File: src/hw/rtl/rbs_pkg.sv
`default_nettype none
// ----------------------------------------------------------------------------
// rbs_pkg
// Shared widths, codes, command/status types and saturation helpers for the
// red-black SOR sweep engine.
// ----------------------------------------------------------------------------
package rbs_pkg;

    localparam int MAX_WIDTH  = 64;
    localparam int MAX_HEIGHT = 64;
    localparam int VALUE_BITS = 48;
    localparam int FRAC_BITS  = 24;

    localparam int COL_BITS   = 6;
    localparam int ROW_BITS   = 6;
    localparam int ADDR_BITS  = COL_BITS + ROW_BITS;
    localparam int CELLS      = MAX_WIDTH * MAX_HEIGHT;
    localparam int GRID_BITS  = 7;
    localparam int DIAG_BITS  = 47;
    localparam int W_BITS     = 25;
    localparam int INV_BITS   = 47;
    localparam int NORM_BITS  = 64;
    localparam int SUM_BITS   = VALUE_BITS + 2;
    localparam int MUL_BITS   = 64;
    localparam int HALF_BITS  = MUL_BITS / 2;
    localparam int PROD_BITS  = 2 * MUL_BITS;
    localparam int DIV_BITS   = 73;
    localparam int DCNT_BITS  = 7;

    localparam logic [1:0] ACT_WRITE = 2'd0;
    localparam logic [1:0] ACT_SWEEP = 2'd1;
    localparam logic [1:0] ACT_READ  = 2'd2;

    localparam logic [1:0] CFG_GRID_WIDTH  = 2'd0;
    localparam logic [1:0] CFG_GRID_HEIGHT = 2'd1;
    localparam logic [1:0] CFG_RELAX       = 2'd2;
    localparam logic [1:0] CFG_INV_SPACING = 2'd3;

    typedef logic signed [VALUE_BITS-1:0] t_value;

    typedef enum logic [4:0] {
        OP_NONE,
        OP_CLEAR,
        OP_TAKE_READ,
        OP_TAKE_CENTER,
        OP_SUM_FIRST,
        OP_SUM_ADD,
        OP_MUL_LAP,
        OP_LAP,
        OP_T,
        OP_MUL_GAIN,
        OP_DIV,
        OP_GAIN,
        OP_MUL_KEEP,
        OP_KEEP,
        OP_NEW,
        OP_MUL_SQ,
        OP_NORM,
        OP_STORE
    } t_op;

    typedef struct packed {
        t_op                  op;
        logic [ADDR_BITS-1:0] addr;
        logic                 wr_in;
        logic                 load_out;
    } t_cmd;

    typedef struct packed {
        logic busy;
        logic diag_zero;
    } t_stat;

    function automatic t_value sat_value(input logic signed [SUM_BITS-1:0] x);
        logic signed [SUM_BITS-1:0] hi;
        logic signed [SUM_BITS-1:0] lo;
        t_value                     res;
        hi = {{(SUM_BITS-VALUE_BITS+1){1'b0}}, {(VALUE_BITS-1){1'b1}}};
        lo = ~hi;
        if (x > hi) begin
            res = hi[VALUE_BITS-1:0];
        end else if (x < lo) begin
            res = lo[VALUE_BITS-1:0];
        end else begin
            res = x[VALUE_BITS-1:0];
        end
        return res;
    endfunction

    function automatic t_value sat_mag(input logic [PROD_BITS-1:0] mag, input logic neg);
        logic [PROD_BITS-1:0]  lim;
        logic [VALUE_BITS-1:0] m;
        lim = {{(PROD_BITS-VALUE_BITS+1){1'b0}}, {(VALUE_BITS-1){1'b1}}}
            + PROD_BITS'(neg);
        m = (mag > lim) ? lim[VALUE_BITS-1:0] : mag[VALUE_BITS-1:0];
        return neg ? signed'(~m + 1'b1) : signed'(m);
    endfunction

endpackage
`default_nettype wire

File: src/hw/rtl/rbs_ctrl.sv
`default_nettype none
// ----------------------------------------------------------------------------
// rbs_ctrl
// Item sequencer: decodes actions, scans red then black interior cells and
// steps the datapath through one relaxation per nonzero-diagonal cell.
// ----------------------------------------------------------------------------
module rbs_ctrl (
    input  wire logic                           i_clk,
    input  wire logic                           i_rst_n,
    input  wire logic                           i_in_valid,
    output logic                                o_in_ready,
    input  wire logic [1:0]                     i_action,
    input  wire logic [rbs_pkg::ADDR_BITS-1:0]  i_index,
    output logic                                o_out_valid,
    input  wire logic                           i_out_ready,
    input  wire logic [rbs_pkg::GRID_BITS-1:0]  i_grid_width,
    input  wire logic [rbs_pkg::GRID_BITS-1:0]  i_grid_height,
    input  wire rbs_pkg::t_stat                 i_stat,
    output rbs_pkg::t_cmd                       o_cmd
);
    import rbs_pkg::*;

    typedef enum logic [4:0] {
        S_IDLE, S_READ, S_SCAN, S_K, S_L, S_R, S_U, S_D, S_LAST,
        S_M1, S_W1, S_T, S_M2, S_W2, S_WD, S_M3, S_W3, S_NV, S_M4, S_W4, S_ST,
        S_RESP
    } t_state;

    t_state               r_state, n_state;
    logic [GRID_BITS-1:0] r_col, n_col, r_row, n_row;
    logic                 r_pass, n_pass;
    logic                 r_out_valid, n_out_valid;
    logic [GRID_BITS-1:0] gw, gh;
    logic [COL_BITS-1:0]  c;
    logic [ROW_BITS-1:0]  rw;

    assign gw = (i_grid_width  > GRID_BITS'(MAX_WIDTH))  ? GRID_BITS'(MAX_WIDTH)  : i_grid_width;
    assign gh = (i_grid_height > GRID_BITS'(MAX_HEIGHT)) ? GRID_BITS'(MAX_HEIGHT) : i_grid_height;
    assign c  = r_col[COL_BITS-1:0];
    assign rw = r_row[ROW_BITS-1:0];

    always_comb begin
        n_state   = r_state;
        n_col     = r_col;
        n_row     = r_row;
        n_pass    = r_pass;
        o_cmd.op       = OP_NONE;
        o_cmd.addr     = {rw, c};
        o_cmd.wr_in    = 1'b0;
        o_cmd.load_out = 1'b0;
        o_in_ready     = (r_state == S_IDLE);

        unique case (r_state)
            S_IDLE: begin
                o_cmd.addr = i_index;
                if (i_in_valid) begin
                    o_cmd.op    = OP_CLEAR;
                    o_cmd.wr_in = (i_action == ACT_WRITE);
                    priority if (i_action == ACT_READ) begin
                        n_state = S_READ;
                    end else if (i_action == ACT_SWEEP) begin
                        n_pass  = 1'b0;
                        n_row   = GRID_BITS'(1);
                        n_col   = GRID_BITS'(1);
                        n_state = S_SCAN;
                    end else begin
                        n_state = S_RESP;
                    end
                end
            end
            S_READ: begin
                o_cmd.op = OP_TAKE_READ;
                n_state  = S_RESP;
            end
            S_SCAN: begin
                priority if (({1'b0, r_row} + 1'b1) >= {1'b0, gh}) begin
                    if (r_pass) begin
                        n_state = S_RESP;
                    end else begin
                        n_pass = 1'b1;
                        n_row  = GRID_BITS'(1);
                        n_col  = GRID_BITS'(2);
                    end
                end else if (({1'b0, r_col} + 1'b1) >= {1'b0, gw}) begin
                    n_row = r_row + 1'b1;
                    n_col = (~r_row[0] ^ r_pass) ? GRID_BITS'(1) : GRID_BITS'(2);
                end else begin
                    n_state = S_K;
                end
            end
            S_K: n_state = S_L;
            S_L: begin
                o_cmd.addr = {rw, c - 1'b1};
                o_cmd.op   = OP_TAKE_CENTER;
                n_state    = S_R;
            end
            S_R: begin
                o_cmd.addr = {rw, c + 1'b1};
                o_cmd.op   = OP_SUM_FIRST;
                n_state    = S_U;
            end
            S_U: begin
                o_cmd.addr = {rw - 1'b1, c};
                o_cmd.op   = OP_SUM_ADD;
                n_state    = S_D;
            end
            S_D: begin
                o_cmd.addr = {rw + 1'b1, c};
                o_cmd.op   = OP_SUM_ADD;
                n_state    = S_LAST;
            end
            S_LAST: begin
                o_cmd.op = OP_SUM_ADD;
                if (i_stat.diag_zero) begin
                    n_col   = r_col + GRID_BITS'(2);
                    n_state = S_SCAN;
                end else begin
                    n_state = S_M1;
                end
            end
            S_M1: begin
                o_cmd.op = OP_MUL_LAP;
                n_state  = S_W1;
            end
            S_W1: begin
                if (!i_stat.busy) begin
                    o_cmd.op = OP_LAP;
                    n_state  = S_T;
                end
            end
            S_T: begin
                o_cmd.op = OP_T;
                n_state  = S_M2;
            end
            S_M2: begin
                o_cmd.op = OP_MUL_GAIN;
                n_state  = S_W2;
            end
            S_W2: begin
                if (!i_stat.busy) begin
                    o_cmd.op = OP_DIV;
                    n_state  = S_WD;
                end
            end
            S_WD: begin
                if (!i_stat.busy) begin
                    o_cmd.op = OP_GAIN;
                    n_state  = S_M3;
                end
            end
            S_M3: begin
                o_cmd.op = OP_MUL_KEEP;
                n_state  = S_W3;
            end
            S_W3: begin
                if (!i_stat.busy) begin
                    o_cmd.op = OP_KEEP;
                    n_state  = S_NV;
                end
            end
            S_NV: begin
                o_cmd.op = OP_NEW;
                n_state  = S_M4;
            end
            S_M4: begin
                o_cmd.op = OP_MUL_SQ;
                n_state  = S_W4;
            end
            S_W4: begin
                if (!i_stat.busy) begin
                    o_cmd.op = OP_NORM;
                    n_state  = S_ST;
                end
            end
            S_ST: begin
                o_cmd.op = OP_STORE;
                n_col    = r_col + GRID_BITS'(2);
                n_state  = S_SCAN;
            end
            S_RESP: begin
                if (!r_out_valid || i_out_ready) begin
                    o_cmd.load_out = 1'b1;
                    n_state        = S_IDLE;
                end
            end
            default: n_state = S_IDLE;
        endcase

        n_out_valid = o_cmd.load_out | (r_out_valid & ~i_out_ready);
    end

    always_ff @(posedge i_clk) begin
        if (!i_rst_n) begin
            r_state     <= S_IDLE;
            r_out_valid <= 1'b0;
            r_col       <= '0;
            r_row       <= '0;
            r_pass      <= 1'b0;
        end else begin
            r_state     <= n_state;
            r_out_valid <= n_out_valid;
            r_col       <= n_col;
            r_row       <= n_row;
            r_pass      <= n_pass;
        end
    end

    assign o_out_valid = r_out_valid;
endmodule
`default_nettype wire

File: config.mk
export PLATFORM = sky130hd
export DESIGN_NAME = rbs_ctrl
export DESIGN_NICKNAME = d
export VERILOG_FILES = /design/src/hw/rtl/rbs_pkg.sv /design/src/hw/rtl/rbs_ctrl.sv
export SDC_FILE = /design/constraint.sdc
export NUM_CORES = 1
export LEC_CHECK = 0
export BUFFER_PORTS_ARGS = -buffer_cell sky130_fd_sc_hd__buf_2
export CORE_MARGIN = 2
export CORE_UTILIZATION = 30
export CTS_CLUSTER_DIAMETER = 150
export DETAILED_ROUTE_END_ITERATION = 8
export GPL_TIMING_DRIVEN = 0
export SYNTH_ARGS = -nofsm -noshare
export SYNTH_HDL_FRONTEND = slang
export SYNTH_SLANG_ARGS = --single-unit
File: constraint.sdc
create_clock -name i_clk -period 3.32 [get_ports i_clk]
set_clock_uncertainty 0.05 [all_clocks]
set_input_delay 0.166 -clock i_clk [delete_from_list [all_inputs] [get_ports i_clk]]
set_output_delay 0.166 -clock i_clk [all_outputs]
set_load 0.02 [all_outputs]
# Word level (Yosys, flattened, before mapping)
# Index checks and enable logic that the tools add are counted.
# word_totals
regBits,21
latch_bits,0
ram_bits,0
mem_bits_ro,0
wordCells,117
mem_count,0
# op_classes
addsub,8
n_mul,0
div,0
order_cmp,4
n_eq_ne,38
shifts,0
n_mux,46
bitwise_logic,5
reduce_logical,11
# op_table
cell,count
$pmux W5 S22,1
$pmux W5 S17,1
$mux W7,12
$mux W5,13
$pmux W12 S5,1
$eq A5 B4 Y1 const B,8
$eq A5 B5 Y1 const B,6
$pmux W7 S4,1
$eq A5 B3 Y1 const B,4
$ne A2 B2 Y1 const B,10
$add A7 B1 Y8 const B,2
$ge A8 B7 Y1,2
$mux W4,4
$gt A7 B7 Y1 const B,2
$pmux W7 S2,1
$add A6 B1 Y6 const B,2
$ne A3 B3 Y1 const B,4
$sub A6 B1 Y6 const B,2
$eq A5 B2 Y1 const B,2
$mux W1,9
$reduce_and A9 Y1,1
$add A7 B1 Y7 const B,1
$add A7 B2 Y7 const B,1
$reduce_and A7 Y1,1
20 further kinds,21

# Longest topological paths before layout
# Gate-level depths: netlist (run 1).
# depth
ltp_word,6
depth_mapped,12

# Least setup slack after synthesis (run 1)
# OpenSTA, ideal clock, no wires.
# synth_timing
path_kind,reg-to-output
from,register r_state[1]
to,output o_cmd[13] in the netlist's numbering
arrival_ns,2.668
required_ns,3.104
setup_slack_ns,0.436
stages_incl_launch_ff,12
cell_sequence,dfxtp_1 > buf_2 > clkinv_1 > or3_1 > clkbuf_1 > ha_1 > a21o_1 > a21oi_1 > o21bai_1 > a21oi_1 > xnor2_1 > o21ai_0
# synth_lines
item,line_no,rtl
start: declaration,rbs_ctrl.sv:29,"t_state r_state, n_state;"
start signal: assignment,rbs_ctrl.sv:200,r_state <= n_state;
end: declaration,rbs_ctrl.sv:19,output rbs_pkg::t_cmd o_cmd

==> results.toml, run 1 <==
[logic_synthesis]
synth.distinct_cells = 60
async_flop_share_pct = 0
synth_ff_type = "dfxtp_1"
yosysMostFrequentCell = "nand2_1"
synth_common_cells = "42 x nand2_1, 29 x a21oi_1, 29 x ha_1"
syn_area_um2 = 2760
netlist_instances = 377
synth.largest_area_cell = "dfxtp_1"
ys_ff_latch = 21
avgSynthCellArea_um2 = 7.32
syn_nets = 442
synth_top_cell_area_share_pct = 15.2
synthTopCellsByArea = "dfxtp_1 15%, ha_1 13%, nand2_1 5.7%"
synth-edff-count = 0
yosysWarnings = 0
yosysSeqAreaShare_pct = 15.2

[worst_setup_path]
cp_top_family = "compound AO/OA/AOI/OAI gates"
slowest_stage = "or3_4"
cp.arrival_ps = 3080
end_kind = "output port"
cp.required_ps = 3100
worstPathCellList = "buf_2 > clkinv_1 > or3_4 > ha_1 > a21o_1 > a21oi_1 > o21bai_1 > a21oi_1 > xnor2_1 > o21ai_0 > buf_2"
critPathMaxStageDelay_ps = 550
criticalPathCategory = "reg2out"
worstSetupStartpointType = "flip-flop"
path_max_fanout = 10
cp_num_buf_inv = 3

[clock_tree]
clkSlewWorstSetupHoldPaths_ps = 80
cts_buffers = 3
clock_latency_ps = 260
clock-root-buffer = "clkbuf_8"
clockBufferDepth = 2
cts_tree = "yes"
cts.sinks = 21
cts_htree_levels = 1

[timing]
tightest_slew_ps = 912
setup_ws_ps = 28.2
rsz0062_at_grt = "yes"
setup_viol = 0
maxSlewHeadroom_pct = 38.6
fmax_mhz = 304
hold_viol = 0
fin_crit_sh_pct = 99.2
maxSlewViolCount = 0
min_period_ps = 3290

[die]
die_w_um = 99.9
dieArea_um2 = 9980
die_height_um = 99.9
io_pins = 55
initial_utilization_pct = 31.3
coreArea_um2 = 8810
rows = 34

[finish]
antenna-diode-count = 0
seq_area_um2 = 420
fillerInstances = 961
layout-drive-gt1-share_pct = 17.6
fin_nets = 498
multi_input_area_um2 = 2200
area_growth_pct = 17.2

[detailed_routing]
initialDrtViolationCount = 226
vias = 3023
drc = 0
drt_wl_total_um = 8130
vias_per_cell = 5.60
ant_nets = 0
wl_per_cell_um = 15.1
drt_pass1_iterations = 5

[global_routing]
grt_pass1_wl_um = 13000
grt_use_total_pct = 15.8
grt_max_degree = 12
gr-total-overflow = 0
grt_pass1_vias = 2736
antenna_found_initial = 0

[min_path]
hp-class = "in2reg"

[placement]
place.gp.congestion = 0.942
place_ws_ps = 19.9
hpwl_um = 6180
port-buffer-count = 53

[outcome]
status = "finished clean"

[power_and_ir_drop]
peakVddDrop_uv = 262
p_per_area_nw_per_um2 = 736
p_total_w = 0.00238
p_leak_nw = 1.41

[job]
max_cap_violations = 0
-- cells by family after synthesis --
kind of cell	count (synthesis)	synth area share, %
mux	7	2.59
simple gates	136	25.1
compound gates	116	29.3
buf+inv	45	6.44
flops	21	15.2
xor+xnor	21	6.67
fa+ha+maj	31	14.6
-- report_power, final --
group	internal (W)	switching, W
registers	0.000288	0.0000258
logic	0.000667	0.00123
clock network	0.0000856	0.0000864
-- path summary, 6_finish.rpt --
kind                             startpoint           to  slack [ps]  cells after the start
worst max-delay path             r_state[1]    o_cmd[13]          30                     11
worst min-delay path            i_out_ready  o_out_valid         180                      3
worst max register to register     r_row[0]     r_col[0]         240                     11
worst min register to register     r_row[6]     r_row[6]         460                      1
-- placed cells by master, fill, tap and decap left out, drive strengths merged, types with 7 or more instances in the layout --
master	count
buf	62
nand2	42
a21oi	29
ha	29
dfxtp	21
o21ai	20
nor2	20
inv	19
nor3	17
clkbuf	17
nand3	16
xnor2	13
nand2b	11
a21o	8
xor2	8
a221o	7
-- area by class of cell --
cell class | instances | area share (%)
plain buffers | 22 | 2.86
clock buffers | 4 | 1.39
inverters | 21 | 2.44
multi-input cells | 311 | 67.9
flip-flops and latches | 21 | 13.0
well taps | 108 | 4.18
repair buffers | 53 | 8.20
-- through the flow --
stage	instances	util [%]	hold slack, ps	TNS [ps]	area (µm²)
6_report	540	36.7	182	0	3230
5_1_grt	540	36.7	205	-211	3230
4_1_cts	541	36.5	176	0	3210
3_5_place_dp	538	35.9	446	0	3160
3_3_place_gp	538	35.9	437	0	3160
2_1_floorplan	377	-	279	0	2760
-- tightest hold or removal path, cell delays in order --
cell,delay (ps)
buf_2,70
nand2b_1,120
a21boi_0,90
-- repair_timing --
item | 4_1_cts | 5_1_grt
endpoints found under the setup margin | 9 | 19
setup buffers | 0 | 0
hold buffers | 0 | 0
gates resized for setup | 3 | 4
-- metal layers --
metal,GRT usage [%],vias to the layer above,share of wire (%),wire (µm)
li1,-,1503,-,-
met1,22.7,1381,48,3900
met2,24.9,117,43,3510
met3,2.51,22,6.6,535
met4,3.48,0,2.3,191
met5,0,-,0,0
-- flip-flops by register name, summed over array words and instances, names as in the netlist --
name	flops
r_col	7
r_pass	1
r_state	5
r_row	7
o_out_valid	1
Note: power is estimated with default switching activity, not from simulation.
==> inputs of run 2 (changes only) <==
ABC_AREA = 1   (was default)
CTS_CLUSTER_SIZE = 40   (was default)
GPL_TIMING_DRIVEN = default   (was 0)
==> results.toml, run 2 <==
[die]
coreArea_um2 = 9330
rows = 35
io_pins = 55
dieArea_um2 = 10500
die_height_um = 102
die_w_um = 102
initial_utilization_pct = 31.2

[timing]
tightest_slew_ps = 619
fin_crit_sh_pct = 89.5
hold_ws_ps = 132
setup_viol = 0
final.setup.tns_ps = 0
hold_viol = 0
rsz0062_at_grt = "no"
fmax_mhz = 337
maxSlewViolCount = 0
min_period_ps = 2970
maxSlewHeadroom_pct = 58.6

[worst_setup_path]
critPathMaxStageDelay_ps = 360
path_max_fanout = 8
slowest_stage = "dfxtp_1"
worstSetupStartpointType = "flip-flop"
cp.required_ps = 3100
end_kind = "output port"
cp_top_family = "simple AND/OR/NAND/NOR gates"
critical_path.startpoint = "r_state[4]"
r2r_start = "r_row[0]"
criticalPathCategory = "reg2out"
cp_common_cell = "nand3_1"
cp_num_buf_inv = 3
cp.arrival_ps = 2760
worstPathCellList = "inv_2 > nand3_1 > nor2_1 > inv_1 > ha_1 > nand3_1 > nand3_1 > nand2_1 > nand2_1 > a21oi_1 > a21oi_1 > o21ai_0 > o211ai_1 > buf_2"

[clock_tree]
cts_buffers = 3
clock_latency_ps = 270
cts.sinks = 21
clock-root-buffer = "clkbuf_8"
clkSlewWorstSetupHoldPaths_ps = 80
cts_tree = "yes"
clockBufferDepth = 2
cts_htree_levels = 1
postCtsSetupBuffers = 0

[finish]
post-route-util_pct = 36.0
layout-drive-gt1-share_pct = 18.4
mostFrequentLayoutCell = "nand2_1"
reg_top3 = "r_col x7, r_row x7, r_state x5"
antenna-diode-count = 0
final_cell_mix = "131 x nand2_1, 67 x inv_1, 54 x buf_2"
area_growth_pct = 15.4
fin_nets = 592
final_cells = 655

[logic_synthesis]
yosysSeqAreaShare_pct = 14.5
yosysWarnings = 0
ys_ff_latch = 21
synth-edff-count = 0
netlist_instances = 473
yosysMostFrequentCell = "nand2_1"
synthTopCellsByArea = "nand2_1 17%, dfxtp_1 14%, ha_1 12%"
avgSynthCellArea_um2 = 6.14
syn_area_um2 = 2910
synth.distinct_cells = 43
synth_common_cells = "131 x nand2_1, 67 x inv_1, 48 x nor2_1"
synth.largest_area_cell = "nand2_1"
syn_nets = 538
synth_ff_type = "dfxtp_1"
synth_top_cell_area_share_pct = 16.9
async_flop_share_pct = 0

[placement]
port-buffer-count = 54
hpwl_um = 6830
place.gp.congestion = 0.955
place_inst = 651

[global_routing]
gr-total-overflow = 0
antenna_found_initial = 0
grt_use_total_pct = 16.1
gr-usage-met1_pct = 21.1
grt_max_degree = 18
grt_use_met3_pct = 1.98
grt_busiest_layer = "met2"
grt_pass1_vias = 2866
use_met2_pct = 27.9
grt_pass1_wl_um = 13500

[detailed_routing]
drc = 0
drt_wl_total_um = 8310
drt_pass1_iterations = 5
vias = 3182
wl_per_cell_um = 12.7
vias_per_cell = 4.86
initialDrtViolationCount = 161
ant_nets = 0

[power_and_ir_drop]
netSwitchingPower_w = 0.00150
pwr-share-seq_pct = 16.4
p_total_w = 0.00256
p_leak_nw = 1.69
combPwrFrac_pct = 76.8
power_frac_clock_pct = 6.9
p_int_w = 0.00106
swShare_pct = 58.6
p_per_area_nw_per_um2 = 763
peakVddDrop_uv = 344

[outcome]
status = "finished clean"

[min_path]
hp-class = "in2reg"
min_from = "i_out_ready"

[job]
max_cap_violations = 0
[run 2: worst register-to-register path: cells and delay by family (launching register included)]
family | cells | cell delay [ps]
fa+ha+maj | 2 | 510
simple gates | 12 | 1450
xor+xnor | 1 | 220
flops | 1 | 510
[run 2: per-layer routing]
| layer | part of all wire [%] | vias to the layer above |
|---|---|---|
| met4 | 2.3 | 0 |
| li1 | - | 1643 |
| met3 | 4.5 | 16 |
| met1 | 45 | 1441 |
| met5 | 0 | - |
| met2 | 48 | 82 |
[run 2: worst paths after layout]
path	end	slack, ps	cells after the start
min reg2reg	r_col[6]	470	2
max	o_cmd[13]	350	14
min	o_out_valid	130	4
max reg2reg	r_row[0]	480	15
[run 2: logic make-up after synthesis]
kind of cell,after synthesis,share of synthesized area [%]
buffers and inverters,82,11.5
XOR/XNOR,17,5.12
AO/OA/AOI/OAI,58,12.3
flip-flops,21,14.5
adder cells (fa/ha/maj),31,13.9
AND/OR/NAND/NOR,264,42.7
[run 2: power by group through the flow]
stage	Clock, W	Sequential, W	Combinational, W
global placement	0	0.000419	0.00196
detailed placement	0	0.000423	0.00196
CTS	0.000178	0.000417	0.00197
finish	0.000176	0.000419	0.00197
global route	0.000189	0.000429	0.00221
floorplan	0	0.000376	0.00154
[run 2: through the flow]
stage	instance area (µm²)	setup WS (ps)
global placement	3310	544
CTS	3350	288
floorplan	2910	864
detailed placement	3310	475
global route	3350	64.2
finish	3350	349
[run 2: timing repair]
action | CTS | global route
setup endpoints to repair | 0 | 1
resized for setup | 0 | 1
hold buffers | 0 | 0
[run 2: layout make-up]
| cell class | count | area [µm²] |
|---|---|---|
| Inverter | 74 | 282 |
| Clock buffer | 4 | 45.0 |
| Sequential cell | 21 | 422 |
| Tap cell | 129 | 161 |
| Timing Repair Buffer | 57 | 293 |
| Fill cell | 1044 | 5970 |
| Multi-Input combinational cell | 370 | 2150 |
